`src/sorted_timeout_timer_table_core_macros.svh`:
```
// Assertion macros for the sorted timer table core.
// Used by the top level; no other dependencies.
`ifndef SORTED_TIMEOUT_TIMER_TABLE_CORE_MACROS_SVH
`define SORTED_TIMEOUT_TIMER_TABLE_CORE_MACROS_SVH
`ifndef ASSERT_OFF
`define STT_ASSERT(label, clk, rst, prop, msg) \
   label: assert property (@(posedge clk) disable iff (rst) (prop)) else $error(msg);
`define STT_ASSERT_NORST(label, clk, prop, msg) \
   label: assert property (@(posedge clk) (prop)) else $error(msg);
`else
`define STT_ASSERT(label, clk, rst, prop, msg)
`define STT_ASSERT_NORST(label, clk, prop, msg)
`endif
`endif

```
`src/stt_pkg.sv`:
```
// Package for the sorted timer table: types, codes and constants.
// No dependencies.
`default_nettype none
package stt_pkg;
   localparam int NUM_TIMERS_DEF = 16;
   localparam logic [31:0] DL_MAX = 32'hffff_ffff;

   typedef enum logic [2:0] {
      FN_TICK = 3'd0, FN_ALLOC = 3'd1, FN_FREE = 3'd2, FN_INIT = 3'd3, FN_SET = 3'd4
   } func_type;

   typedef enum logic [1:0] {
      FL_FREE = 2'd0, FL_ALLOC = 2'd1, FL_RUN = 2'd2
   } flag_type;

   typedef enum logic [1:0] {
      ST_OK = 2'd0, ST_NOFREE = 2'd1, ST_BAD = 2'd2
   } status_type;

   typedef struct packed {
      logic [2:0]  func;
      logic [3:0]  timer_index;
      logic [31:0] delay;
      logic [7:0]  data_byte;
      logic [1:0]  queue_id;
   } req_type;

   typedef struct packed {
      logic [1:0] status;
      logic [3:0] entry;
      logic [7:0] expiry_byte;
      logic [1:0] dest_queue;
      logic       sched_switch;
      logic       is_expiry;
      logic       last;
   } rsp_type;
endpackage
`default_nettype wire

```
`src/stt_if.sv`:
```
// Valid/ready channel interfaces for requests, responses and csr writes.
// Depends on stt_pkg.
`default_nettype none
interface stt_req_if;
   logic              valid;
   logic              ready;
   stt_pkg::req_type  payload;
   modport source (output valid, output payload, input ready);
   modport sink (input valid, input payload, output ready);
endinterface

interface stt_rsp_if;
   logic              valid;
   logic              ready;
   stt_pkg::rsp_type  payload;
   modport source (output valid, output payload, input ready);
   modport sink (input valid, input payload, output ready);
endinterface

interface stt_csr_if;
   logic        valid;
   logic        ready;
   logic [4:0]  data;
   modport source (output valid, output data, input ready);
   modport sink (input valid, input data, output ready);
endinterface
`default_nettype wire

```
`src/sorted_timeout_timer_table_core.sv`:
```
// Sorted timer table: a chain of slot cells keeps running entries in deadline
// order, slot 0 at the head; an insert shifts the chain in the accepting cycle.
// A non-tick request replies in the cycle after acceptance; no new request is taken
// until that reply is taken. A tick with k expired entries (k at most LIM-1) emits
// one expiry per cycle from the head while the response is taken, and stalls otherwise.
// Reset is synchronous, active high, and leaves only the sentinel running.
`default_nettype none
`include "sorted_timeout_timer_table_core_macros.svh"
module sorted_timeout_timer_table_core #(
   parameter int NUM_TIMERS = stt_pkg::NUM_TIMERS_DEF
) (
   input wire logic  clock,
   input wire logic  reset,
   stt_req_if.sink   req,
   stt_rsp_if.source rsp,
   stt_csr_if.sink   csr
);
   localparam int IW = (NUM_TIMERS > 1) ? $clog2(NUM_TIMERS) : 1;
   localparam int NS = NUM_TIMERS;        // chain slots, sentinel included
   localparam int LIM = (NUM_TIMERS < 16) ? NUM_TIMERS : 16;

   typedef enum logic [2:0] {
      S_IDLE = 3'b001, S_WALK = 3'b010, S_OUT = 3'b100
   } state_type;

   state_type      state_ff, state_in;
   logic [4:0]     ttask_ff;
   logic [31:0]    count_ff;
   logic [1:0]     flag_ff [NS];
   logic [7:0]     byte_mem [NS];
   logic [1:0]     queue_mem [NS];
   logic [3:0]     nexp_ff;
   stt_pkg::rsp_type out_ff;
   logic           out_v_ff, out_v_in;
   stt_pkg::req_type rq;
   stt_pkg::rsp_type reply_in;

   logic [IW-1:0]  c_idx [NS];
   logic [31:0]    c_dl [NS];
   logic [NS-1:0]  ge;            // new deadline <= slot deadline, or slot empty
   logic [NS-1:0]  here;
   logic           shift_en, ins_en;
   logic [IW-1:0]  ins_idx;
   logic [31:0]    ins_dl;
   logic           emit_sw, emit_last;

   assign rq = req.payload;
   assign csr.ready = 1'b1;
   assign req.ready = (state_ff == S_IDLE) && !out_v_ff;
   assign rsp.valid = out_v_ff;
   assign rsp.payload = out_ff;

   // insertion point: first slot that is empty or whose deadline is not below the new one
   assign ins_dl  = rq.delay + count_ff;
   assign ins_idx = IW'(rq.timer_index);
   always_comb begin
      for (int k = 0; k < NS; k++) begin
         ge[k] = (ins_dl <= c_dl[k]) || (c_idx[k] == '0);
      end
      here[0] = ge[0];
      for (int k = 1; k < NS; k++) begin
         here[k] = ge[k] && !ge[k-1];
      end
   end

   // expired head at slot 0
   logic head_exp;
   assign head_exp = (c_idx[0] != '0) && (c_dl[0] <= count_ff) && (nexp_ff < 4'(LIM - 1));

   logic req_acc, valid_idx, op_set;
   assign req_acc   = req.valid && req.ready;
   assign valid_idx = 32'(rq.timer_index) < 32'(NUM_TIMERS);
   assign op_set    = req_acc && rq.func == stt_pkg::FN_SET && valid_idx &&
                      flag_ff[ins_idx] != stt_pkg::FL_RUN;
   assign ins_en    = op_set;
   assign shift_en  = (state_ff == S_WALK) && head_exp && (!out_v_ff || rsp.ready);

   // chain of slots: slot 0 is the head
   for (genvar g = 0; g < NS; g++) begin : g_cell
      stt_cell #(.IW(IW)) u_cell (
         .clock(clock), .reset(reset), .shift_en(shift_en),
         .up_idx((g == NS-1) ? c_idx[g] : c_idx[(g == NS-1) ? g : g+1]),
         .up_dl((g == NS-1) ? c_dl[g] : c_dl[(g == NS-1) ? g : g+1]),
         .up_ins(ge[g] && !here[g]), .ins_en(ins_en), .ins_here(here[g]),
         .ins_idx(ins_idx), .ins_dl(ins_dl),
         .dn_idx(c_idx[(g == 0) ? 0 : g-1]), .dn_dl(c_dl[(g == 0) ? 0 : g-1]),
         .idx_q(c_idx[g]), .dl_q(c_dl[g])
      );
   end

   // alloc search over the flag row
   logic [IW-1:0] free_idx;
   logic          free_ok;
   always_comb begin
      free_idx = '0;
      free_ok  = 1'b0;
      for (int k = LIM - 1; k >= 1; k--) begin
         if (flag_ff[k] == stt_pkg::FL_FREE) begin
            free_idx = IW'(k);
            free_ok  = 1'b1;
         end
      end
   end

   // reply for a non-tick request
   always_comb begin
      reply_in = '0;
      reply_in.last = 1'b1;
      reply_in.entry = rq.timer_index;
      case (rq.func)
         stt_pkg::FN_TICK: begin
         end
         stt_pkg::FN_ALLOC: begin
            reply_in.entry = free_ok ? 4'(free_idx) : 4'd0;
            reply_in.status = free_ok ? stt_pkg::ST_OK : stt_pkg::ST_NOFREE;
         end
         stt_pkg::FN_INIT: begin
            if (!valid_idx) reply_in.status = stt_pkg::ST_BAD;
         end
         stt_pkg::FN_FREE, stt_pkg::FN_SET: begin
            if (!valid_idx || flag_ff[ins_idx] == stt_pkg::FL_RUN)
               reply_in.status = stt_pkg::ST_BAD;
         end
         default: begin
            reply_in.status = stt_pkg::ST_BAD;
            reply_in.entry = 4'd0;
         end
      endcase
   end

   // head expiry fields, looking one slot ahead for the last flag
   assign emit_sw   = (5'(c_idx[0]) == ttask_ff);
   assign emit_last = !((c_idx[(NS > 1) ? 1 : 0] != '0) &&
                        (c_dl[(NS > 1) ? 1 : 0] <= count_ff) &&
                        (nexp_ff + 4'd1 < 4'(LIM - 1)));

   // output register: load on a reply or an expiry, clear once taken
   always_comb begin
      out_v_in = out_v_ff && !rsp.ready;
      if ((req_acc && rq.func != stt_pkg::FN_TICK) || shift_en) out_v_in = 1'b1;
   end

   always_comb begin
      state_in = state_ff;
      case (state_ff)
         S_IDLE: if (req_acc && rq.func == stt_pkg::FN_TICK) state_in = S_WALK;
         S_WALK: if (!head_exp && (!out_v_ff || rsp.ready)) state_in = S_IDLE;
         S_OUT:  state_in = S_IDLE;
         default: state_in = S_IDLE;
      endcase
   end

   // control and reply path
   always_ff @(posedge clock) begin
      if (reset) begin
         state_ff <= S_IDLE;
         ttask_ff <= 5'd16;
         count_ff <= '0;
         out_v_ff <= 1'b0;
         nexp_ff  <= '0;
         for (int k = 0; k < NS; k++)
            flag_ff[k] <= (k == 0) ? stt_pkg::FL_RUN : stt_pkg::FL_FREE;
      end else begin
         state_ff <= state_in;
         out_v_ff <= out_v_in;
         if (csr.valid) ttask_ff <= csr.data;
         if (req_acc) begin
            out_ff <= reply_in;
            if (rq.func == stt_pkg::FN_TICK) begin
               count_ff <= count_ff + 32'd1;
               nexp_ff  <= '0;
            end
            if (rq.func == stt_pkg::FN_ALLOC && free_ok)
               flag_ff[free_idx] <= stt_pkg::FL_ALLOC;
            if ((rq.func == stt_pkg::FN_FREE || rq.func == stt_pkg::FN_SET) &&
                valid_idx && flag_ff[ins_idx] != stt_pkg::FL_RUN)
               flag_ff[ins_idx] <= (rq.func == stt_pkg::FN_SET) ?
                                   stt_pkg::FL_RUN : stt_pkg::FL_FREE;
         end else if (shift_en) begin
            // emit head expiry
            out_ff <= {stt_pkg::ST_OK, 4'(c_idx[0]),
                       emit_sw ? 8'd0 : byte_mem[c_idx[0]],
                       emit_sw ? 2'd0 : queue_mem[c_idx[0]],
                       emit_sw, 1'b1, emit_last};
            nexp_ff  <= nexp_ff + 4'd1;
            flag_ff[c_idx[0]] <= stt_pkg::FL_ALLOC;
         end
      end
   end

   // entry payload store
   always_ff @(posedge clock) begin
      if (req_acc && rq.func == stt_pkg::FN_INIT && valid_idx) begin
         byte_mem[ins_idx]  <= rq.data_byte;
         queue_mem[ins_idx] <= rq.queue_id;
      end
   end

   `STT_ASSERT(a_one_hot, clock, reset, $onehot(state_ff), "state not one-hot")
   `STT_ASSERT(a_no_acc_busy, clock, reset, (state_ff != S_IDLE) |-> !req.ready,
               "request taken while busy")
   `STT_ASSERT(a_sentinel, clock, reset, flag_ff[0] == stt_pkg::FL_RUN,
               "sentinel lost running state")
endmodule
`default_nettype wire

```
`src/stt_cell.sv`:
```
// One timer slot of the sorted list; slots form a chain ordered by deadline.
// Depends on stt_pkg.
`default_nettype none
module stt_cell #(
   parameter int IW = 4
) (
   input  wire logic          clock,
   input  wire logic          reset,
   input  wire logic          shift_en,     // move contents toward the head
   input  wire logic [IW-1:0] up_idx,
   input  wire logic [31:0]   up_dl,
   input  wire logic          up_ins,       // slot lies past the insertion point
   input  wire logic          ins_en,       // insert transaction this cycle
   input  wire logic          ins_here,     // this slot takes the new entry
   input  wire logic [IW-1:0] ins_idx,
   input  wire logic [31:0]   ins_dl,
   input  wire logic [IW-1:0] dn_idx,       // head-side neighbor contents
   input  wire logic [31:0]   dn_dl,
   output logic [IW-1:0]      idx_q,
   output logic [31:0]        dl_q
);
   logic [IW-1:0] idx_ff, idx_in;
   logic [31:0]   dl_ff, dl_in;

   // hold, shift head-ward on expiry, or move tail-ward past an insertion
   always_comb begin
      idx_in = idx_ff;
      dl_in  = dl_ff;
      if (shift_en) begin
         idx_in = up_idx;
         dl_in  = up_dl;
      end else if (ins_en) begin
         if (ins_here) begin
            idx_in = ins_idx;
            dl_in  = ins_dl;
         end else if (up_ins) begin
            idx_in = dn_idx;
            dl_in  = dn_dl;
         end
      end
   end

   always_ff @(posedge clock) begin
      if (reset) begin
         idx_ff <= '0;
         dl_ff  <= stt_pkg::DL_MAX;
      end else begin
         idx_ff <= idx_in;
         dl_ff  <= dl_in;
      end
   end

   assign idx_q = idx_ff;
   assign dl_q  = dl_ff;
endmodule
`default_nettype wire
```
`src/flat_wrapper.sv`:
```
// flat-port wrapper written by rule: the top's interface ports become plain ports
module sorted_timeout_timer_table_core_flat 
#(
   parameter int NUM_TIMERS = stt_pkg::NUM_TIMERS_DEF
)
  (clock, reset, req_valid, req_payload, req_ready, rsp_valid, rsp_payload, rsp_ready, csr_valid, csr_data, csr_ready);
  stt_req_if req_i ();
  stt_rsp_if rsp_i ();
  stt_csr_if csr_i ();
  input wire logic clock;
  input wire logic reset;
  input wire logic [$bits(req_i.valid)-1:0] req_valid;
  input wire logic [$bits(req_i.payload)-1:0] req_payload;
  output wire logic [$bits(req_i.ready)-1:0] req_ready;
  output wire logic [$bits(rsp_i.valid)-1:0] rsp_valid;
  output wire logic [$bits(rsp_i.payload)-1:0] rsp_payload;
  input wire logic [$bits(rsp_i.ready)-1:0] rsp_ready;
  input wire logic [$bits(csr_i.valid)-1:0] csr_valid;
  input wire logic [$bits(csr_i.data)-1:0] csr_data;
  output wire logic [$bits(csr_i.ready)-1:0] csr_ready;
  assign req_i.valid = req_valid;
  assign req_i.payload = req_payload;
  assign req_ready = req_i.ready;
  assign rsp_valid = rsp_i.valid;
  assign rsp_payload = rsp_i.payload;
  assign rsp_i.ready = rsp_ready;
  assign csr_i.valid = csr_valid;
  assign csr_i.data = csr_data;
  assign csr_ready = csr_i.ready;
  sorted_timeout_timer_table_core #(.NUM_TIMERS(NUM_TIMERS)) u_core (.clock(clock), .reset(reset), .req(req_i), .rsp(rsp_i), .csr(csr_i));
endmodule
```
`config.mk`:
```
export PLATFORM = sky130hd
export DESIGN_NAME = sorted_timeout_timer_table_core_flat
export DESIGN_NICKNAME = d
export VERILOG_FILES = /design/src/stt_pkg.sv /design/src/stt_if.sv /design/src/sorted_timeout_timer_table_core.sv /design/src/stt_cell.sv /design/src/flat_wrapper.sv
export VERILOG_INCLUDE_DIRS = /design/src /design/src/src
export SDC_FILE = /design/constraint.sdc
export NUM_CORES = 2
export LEC_CHECK = 0
export BUFFER_PORTS_ARGS = -buffer_cell sky130_fd_sc_hd__buf_2
export CORE_MARGIN = 2
export CORE_UTILIZATION = 60
export CTS_BUF_LIST = sky130_fd_sc_hd__clkbuf_8
export CTS_CLUSTER_SIZE = 14
export DETAILED_ROUTE_END_ITERATION = 12
export PLACE_DENSITY = 0.8
export SETUP_SLACK_MARGIN = 0.05
export SYNTH_ARGS = -nofsm -noshare
export SYNTH_HDL_FRONTEND = slang
export SYNTH_HIERARCHICAL = 1
export SYNTH_SLANG_ARGS = --single-unit
```
`constraint.sdc`:
```
create_clock -name clock -period 7.2 [get_ports clock]
set_input_delay 1.44 -clock clock [delete_from_list [all_inputs] [get_ports clock]]
set_output_delay 1.44 -clock clock [all_outputs]
set_load 0.01 [all_outputs]
```
# ---- After elaboration in Yosys (flattened, before gate mapping)
# Memories as Yosys holds them, arrays and structs flattened. A register that Yosys moved wholly into a read port is not among the register bits.
# Cells that the tools add are included.
dict set report totals {
  output_inout_bits 22
  elab_cells 461
  mem_bits_rw 192
  register_bits 640
  n_memories 3
}
dict set report classes {
  reduce_logical 179
  n_eq_ne 12
  bitwise 2
  muxes 198
  addsub 3
  order_cmp 20
}
# name words width read_ports rd_ports_with_merged_regs wr line
set mem_list {}
lappend mem_list {u_core.byte_mem 16 8 1 1 1 sorted_timeout_timer_table_core.sv:30} ;# logic [7:0] byte_mem [NS];
lappend mem_list {u_core.flag_ff 16 2 16 0 16 sorted_timeout_timer_table_core.sv:29} ;# logic [1:0] flag_ff [NS];
lappend mem_list {u_core.queue_mem 16 2 1 1 1 sorted_timeout_timer_table_core.sv:31} ;# logic [1:0] queue_mem [NS];
# operator count
set op_table {}
lappend op_table {{$mux 32} 61}
lappend op_table {{$le 32x32->1} 18}
lappend op_table {{$mux 4} 87}
lappend op_table {{$logic_not 4->1} 16}
lappend op_table {{$logic_and 1x1->1} 47}
lappend op_table {{$reduce_bool 3->1} 15}
lappend op_table {{$mux 19} 2}
lappend op_table {{$reduce_and 2->1} 19}
lappend op_table {{$mux 1} 36}
lappend op_table {{$logic_not 1->1} 34}
lappend op_table {{$add 32x1->32 const B} 1}
lappend op_table {{$add 32x32->32} 1}
lappend op_table {{$logic_not 2->1} 15}
lappend op_table {{$logic_or 1x1->1} 19}
lappend op_table {{$mux 2} 6}
lappend op_table {{$reduce_or 2->1} 5}
lappend op_table {{$eq 3x2->1 const B} 3}
lappend op_table {{$lt 4x4->1 const B} 2}
lappend op_table {{$mux 8} 1}
lappend op_table {{$ne 2x2->1 const B} 4}
lappend op_table {{$pmux 4 s2} 1}
lappend op_table {{$reduce_bool 2->1} 4}
lappend op_table {{$reduce_bool 4->1} 2}
lappend op_table {{$eq 3x1->1 const B} 2}
lappend op_table {{11 further kinds} 13}

# ---- Depth between registers and ports, before layout
# An unclocked memory read counts as a cell.
dict set report depth {
  depth_word 26
  mapped_depth 28
}

# ---- Modules after synthesis
# The synthesis kept the hierarchy.
# module area_each_um2 n_inst cells_each
set modules_own_cells {}
lappend modules_own_cells {stt_cell 1928.1 16 168}
lappend modules_own_cells {sorted_timeout_timer_table_core 27211.1 1 2991}

# ---- Worst setup path before layout
# No wires, ideal clock.
dict set report synth_timing {
  path_type {input-to-reg}
  start {input port req_payload[10]}
  end {register u_core.g_cell[8].u_cell.dl_ff[3]}
  setup_ns 0.119
  slack_ns 0.023
  arrival_ns 7.058
  required_ns 7.081
  path_stages 25
  path_cell_list {ha_1 -> inv_1 -> fa_1 -> nor2b_1 -> o21ai_1 -> a21oi_1 -> o31a_1 -> o21ai_1 -> a21boi_1 -> a21boi_0 -> xnor2_1 -> ha_1 -> nand4_1 -> nor3_1 -> a2111oi_0 -> o221ai_1 -> o211a_1 -> a2111oi_0 -> nor3_1 -> nor2b_1 -> buf_6 -> buf_8 -> mux2i_1 -> nand3_2 -> o221a_1}
}
dict set report synth_between {
  elab_chain_cells 9
}
# item line
set synth_rtl {}
lappend synth_rtl {{start: declaration} flat_wrapper.sv:13} ;# input wire logic [$bits(req_i.payload)-1:0] req_payload;
lappend synth_rtl {{$add 32x32->32 *} sorted_timeout_timer_table_core.sv:54} ;# assign ins_dl = rq.delay + count_ff;
lappend synth_rtl {{named net u_core.ins_dl[24]} sorted_timeout_timer_table_core.sv:44} ;# logic [31:0] ins_dl;
lappend synth_rtl {{$le 32x32->1} sorted_timeout_timer_table_core.sv:58} ;# ge[k] = (ins_dl <= c_dl[k]) || (c_idx[k] == '0);
lappend synth_rtl {{$logic_or 1x1->1} sorted_timeout_timer_table_core.sv:58}
lappend synth_rtl {{$logic_not 1->1} sorted_timeout_timer_table_core.sv:62} ;# here[k] = ge[k] && !ge[k-1];
lappend synth_rtl {{$logic_and 1x1->1 *} sorted_timeout_timer_table_core.sv:62}
lappend synth_rtl {{named net u_core.here[8]} sorted_timeout_timer_table_core.sv:41} ;# logic [NS-1:0] here;
lappend synth_rtl {{$logic_not 1->1} sorted_timeout_timer_table_core.sv:84} ;# .up_ins(ge[g] && !here[g]), .ins_en(ins_en), .ins_here(here[g]),
lappend synth_rtl {{$logic_and 1x1->1} sorted_timeout_timer_table_core.sv:84}
lappend synth_rtl {{$reduce_bool 3->1 (no line)} -}
lappend synth_rtl {{$reduce_and 2->1 (no line)} -}
lappend synth_rtl {{end signal: assignment} stt_cell.sv:46} ;# dl_ff <= stt_pkg::DL_MAX;
lappend synth_rtl {{end signal: assignment} stt_cell.sv:49} ;# dl_ff <= dl_in;
lappend synth_rtl {{end: declaration} stt_cell.sv:23} ;# logic [31:0] dl_ff, dl_in;
# Mark *: on every way through the listed nets, which the timed path passes. The rest lies on a longest branch. The select of a mux whose other input is x is not followed.
# A chain may end at the register's enable or synchronous reset.

# ---- Final worst setup path
dict set report layout_timing {
  start {register u_core.count_ff[0]}
  end {register u_core.g_cell[0].u_cell.idx_ff[2]}
}
# item line
set layout_lines {}
lappend layout_lines {{start: declaration} sorted_timeout_timer_table_core.sv:28} ;# logic [31:0] count_ff;
lappend layout_lines {{start signal: assignment} sorted_timeout_timer_table_core.sv:170} ;# count_ff <= count_ff + 32'd1;
lappend layout_lines {{$add 32x32->32} sorted_timeout_timer_table_core.sv:54}
lappend layout_lines {{named net u_core.ins_dl[18]} sorted_timeout_timer_table_core.sv:44}
lappend layout_lines {{$le 32x32->1} sorted_timeout_timer_table_core.sv:58}
lappend layout_lines {{$logic_or 1x1->1} sorted_timeout_timer_table_core.sv:58}
lappend layout_lines {{named net u_core.ge[0]} sorted_timeout_timer_table_core.sv:40} ;# logic [NS-1:0] ge;
lappend layout_lines {{$reduce_bool 2->1 (no line)} -}
lappend layout_lines {{$reduce_and 2->1 (no line)} -}
lappend layout_lines {{end signal: assignment} stt_cell.sv:48} ;# idx_ff <= idx_in;
lappend layout_lines {{end: declaration} stt_cell.sv:22} ;# logic [IW-1:0] idx_ff, idx_in;
# The timed path passes the listed nets, and every way through them passes these cells.

==> results.cfg <==
[outcome]
status = complete, no violations

[sta]
slew_headroom = 0.0366
skew_ps = 77.6
hold_viol_final = 0
period_share = 0.910
clock.fmax_mhz = 153
tightest_slew_ps = 1440
fin_crit_ps = 6550
rsz0062_at_grt = false
setup_viol = 0
slew_violations = 0
worst_slack_ps = 647

[power_and_ir_drop]
p_leak_uw = 0.0282
p_sw_uw = 2690
seqPwrFrac = 0.480
p_comb_frac = 0.084
p_per_area_nw_per_um2 = 158
clockPowerShare = 0.436
ir_drop_uv = 195
p_sw_frac = 0.268
internal-power_uw = 7360

[setup_path]
startpoint_type = flop
cpMaxStageDelayCell = xnor2_2
critPathMaxFanout = 33
crit_path_frequent_cell = a21oi_1
critPathArrivalTime_ps = 7310
crit_path_end_kind = flop
cpPeakStageDelay_ps = 620
cp_num_buf_inv = 4
crit_family = compound AO/OA/AOI/OAI gates
crit_type = flop to flop
critPathRequiredTime_ps = 7960

[clock_network]
root_buffer = clkbuf_8
cts_resized = 0
insertion_delay_ps = 880
clk_pin_slew_ps = 60
cts_tree = done
cts_inserted_buffers = 146
cts_setup_buffers = 0
cts_hold_buffers = 0
htree_levels = 4
clockBufferDepth = 3
cts_sinks = 831

[floorplanning]
die_area_um2 = 99300
die_x_um = 315
ios = 81
rows = 114
start_util = 0.603
core_um2 = 96300
die_h_um = 315

[placed_design]
place_ws_ps = -61.3
place_inst = 6996
io_buffers = 79
routabilityCongestion = 0.924
dp_hpwl_mm = 116

[global_route]
grt_pass1_wl_mm = 249
antenna_found_initial = 3
grt_max_degree = 60
gr-total-overflow = 0
track_usage = 0.307
grt_pass1_vias = 47100

[detailed_routing]
drtIter0Drc = 3283
via_per_inst = 6.50
vias = 47200
drtPass1Iterations = 6
avgRoutedWirePerCell_um = 21.2
drc_errors = 0
wirelength_mm = 154
ant_nets = 0

[cells_and_area]
fillers = 7370
multi_input_area_um2 = 34900
fin_nets = 6538
drive_gt1_frac = 0.170
register_area_um2 = 18800
areaGrowthSynthToFinish_pct = 9.28
stdcell_count = 7259

[logic_synthesis]
synth_commonest_cells = 620 x dfxtp_1, 610 x ha_1, 582 x mux2i_1, 555 x inv_1, 417 x o221a_1
synthFlopType = dfxtp_1
syn_area_um2 = 58100
synth_top_area_cell = dfxtp_1
ys_types = 89
yosys_warnings = 6
syn_avg_cell_area_um2 = 10.2
synth_edf_count = 211
ys_ff_latch = 831
synthCells = 5679
yosysMostFrequentCell = dfxtp_1
yosysTopAreaCellShare = 0.214
async_reset_ff_frac = 0
synth_area_leaders = dfxtp_1 21%, ha_1 13%, edfxtp_1 11%
synth-seq-area-share = 0.323

[run]
drv_cap = 0

[hold_path]
min_path_type = flop to flop
-- logic make-up after synthesis --
family,Yosys count,synth area share
adders and majority gates,611,0.132
DFF,831,0.323
other,2,0.000129
AOI/OAI and AO/OA,1324,0.194
buffers and inverters,875,0.0845
muxes,637,0.122
xor gates and xnor gates,64,0.00965
and+or+nand+nor,1335,0.136
-- worst min-delay path: stages (launching register included) --
cell and delay, ps:
dfxtp_1 340, mux2i_1 70, nand2_1 60
-- cell type report --
class | count | area share
flip-flops and latches | 831 | 0.296
diodes | 3 | 0.000118
repair buffers | 352 | 0.0508
inverters | 562 | 0.0332
multi-input cells | 3975 | 0.550
clock buffers | 165 | 0.0358
clock inverters | 95 | 0.00970
well taps | 1276 | 0.0252
-- cell usage in the layout (no fill, tap or decap), types with 14 or more instances in the layout --
| master | instances |
|---|---|
| edfxtp_1 | 211 |
| nand2b_1 | 68 |
| nand4_1 | 149 |
| nor2_2 | 15 |
| nor4_1 | 25 |
| o21a_4 | 16 |
| o21ai_0 | 148 |
| nand2_1 | 99 |
| mux4_2 | 55 |
| a211oi_1 | 15 |
| o211ai_1 | 32 |
| and3_1 | 23 |
| o21ai_1 | 24 |
| clkinv_2 | 16 |
| a21o_1 | 113 |
| or3_1 | 14 |
| buf_2 | 78 |
| buf_12 | 62 |
| nor3_1 | 34 |
| a21oi_1 | 197 |
| xnor2_2 | 17 |
| mux2i_1 | 582 |
| dfxtp_1 | 618 |
| ha_1 | 610 |
| o221a_1 | 417 |
| o21a_1 | 83 |
| buf_4 | 212 |
| nand2_2 | 20 |
| nor2b_1 | 99 |
| o221a_2 | 96 |
| nor2_1 | 173 |
| xnor2_1 | 35 |
| inv_1 | 605 |
| o21ai_2 | 16 |
| nand3_2 | 176 |
| a32oi_1 | 65 |
| clkbuf_8 | 165 |
| nand3_1 | 387 |
-- power by group through the flow --
| stage | clock network (µW) | logic, µW | registers, µW |
|---|---|---|---|
| floorplan | 0 | 540 | 4920 |
| global placement | 0 | 797 | 4920 |
| detailed placement | 0 | 826 | 4920 |
| CTS | 4440 | 832 | 4820 |
| global route | 4630 | 916 | 4820 |
| finish | 4380 | 849 | 4820 |
-- registers in the layout, indices dropped and copies added (netlist names) --
register                    cells
u_core/g_cell.u_cell/dl_q     512
u_core/rsp.valid                1
u_core/rsp.payload             19
u_core/flag_ff                 32
u_core/nexp_ff                  4
u_core/queue_mem               32
u_core/count_ff                32
u_core/ttask_ff                 5
u_core/byte_mem               128
u_core/state_ff                 2
u_core/g_cell.u_cell/idx_q     64
-- routing by layer --
metal	vias up	part of all wire	GRT usage
met2	1549	0.48	0.527
li1	22100	-	-
met1	23100	0.41	0.373
met5	-	0	0
met3	434	0.053	0.0406
met4	0	0.050	0.162
-- worst paths after layout --
| kind | startpoint | cells past startpoint | slack (ps) | end |
|---|---|---|---|---|
| hold / removal | u_core/ttask_ff[4] | 2 | 500 | u_core/ttask_ff[4] |
| hold reg to reg | u_core/ttask_ff[4] | 2 | 500 | u_core/ttask_ff[4] |
| setup / recovery | u_core/count_ff[0] | 28 | 650 | u_core/g_cell[0].u_cell/idx_q[2] |
| setup reg to reg | u_core/count_ff[0] | 28 | 650 | u_core/g_cell[0].u_cell/idx_q[2] |
-- stage by stage --
stage                     setup TNS, ps  utilization  instance area [µm²]  power, µW  hold slack, ps
after floorplan                       0            -                58100       5460             442
after global placement                0        0.629                60600       5720             458
after detailed placement          -1240        0.629                60600       5750             495
after CTS                             0        0.659                63400      10100             508
after global routing                  0        0.659                63500      10400             537
final                                 0        0.659                63500      10000             502
(Power assumes the default switching activity.)
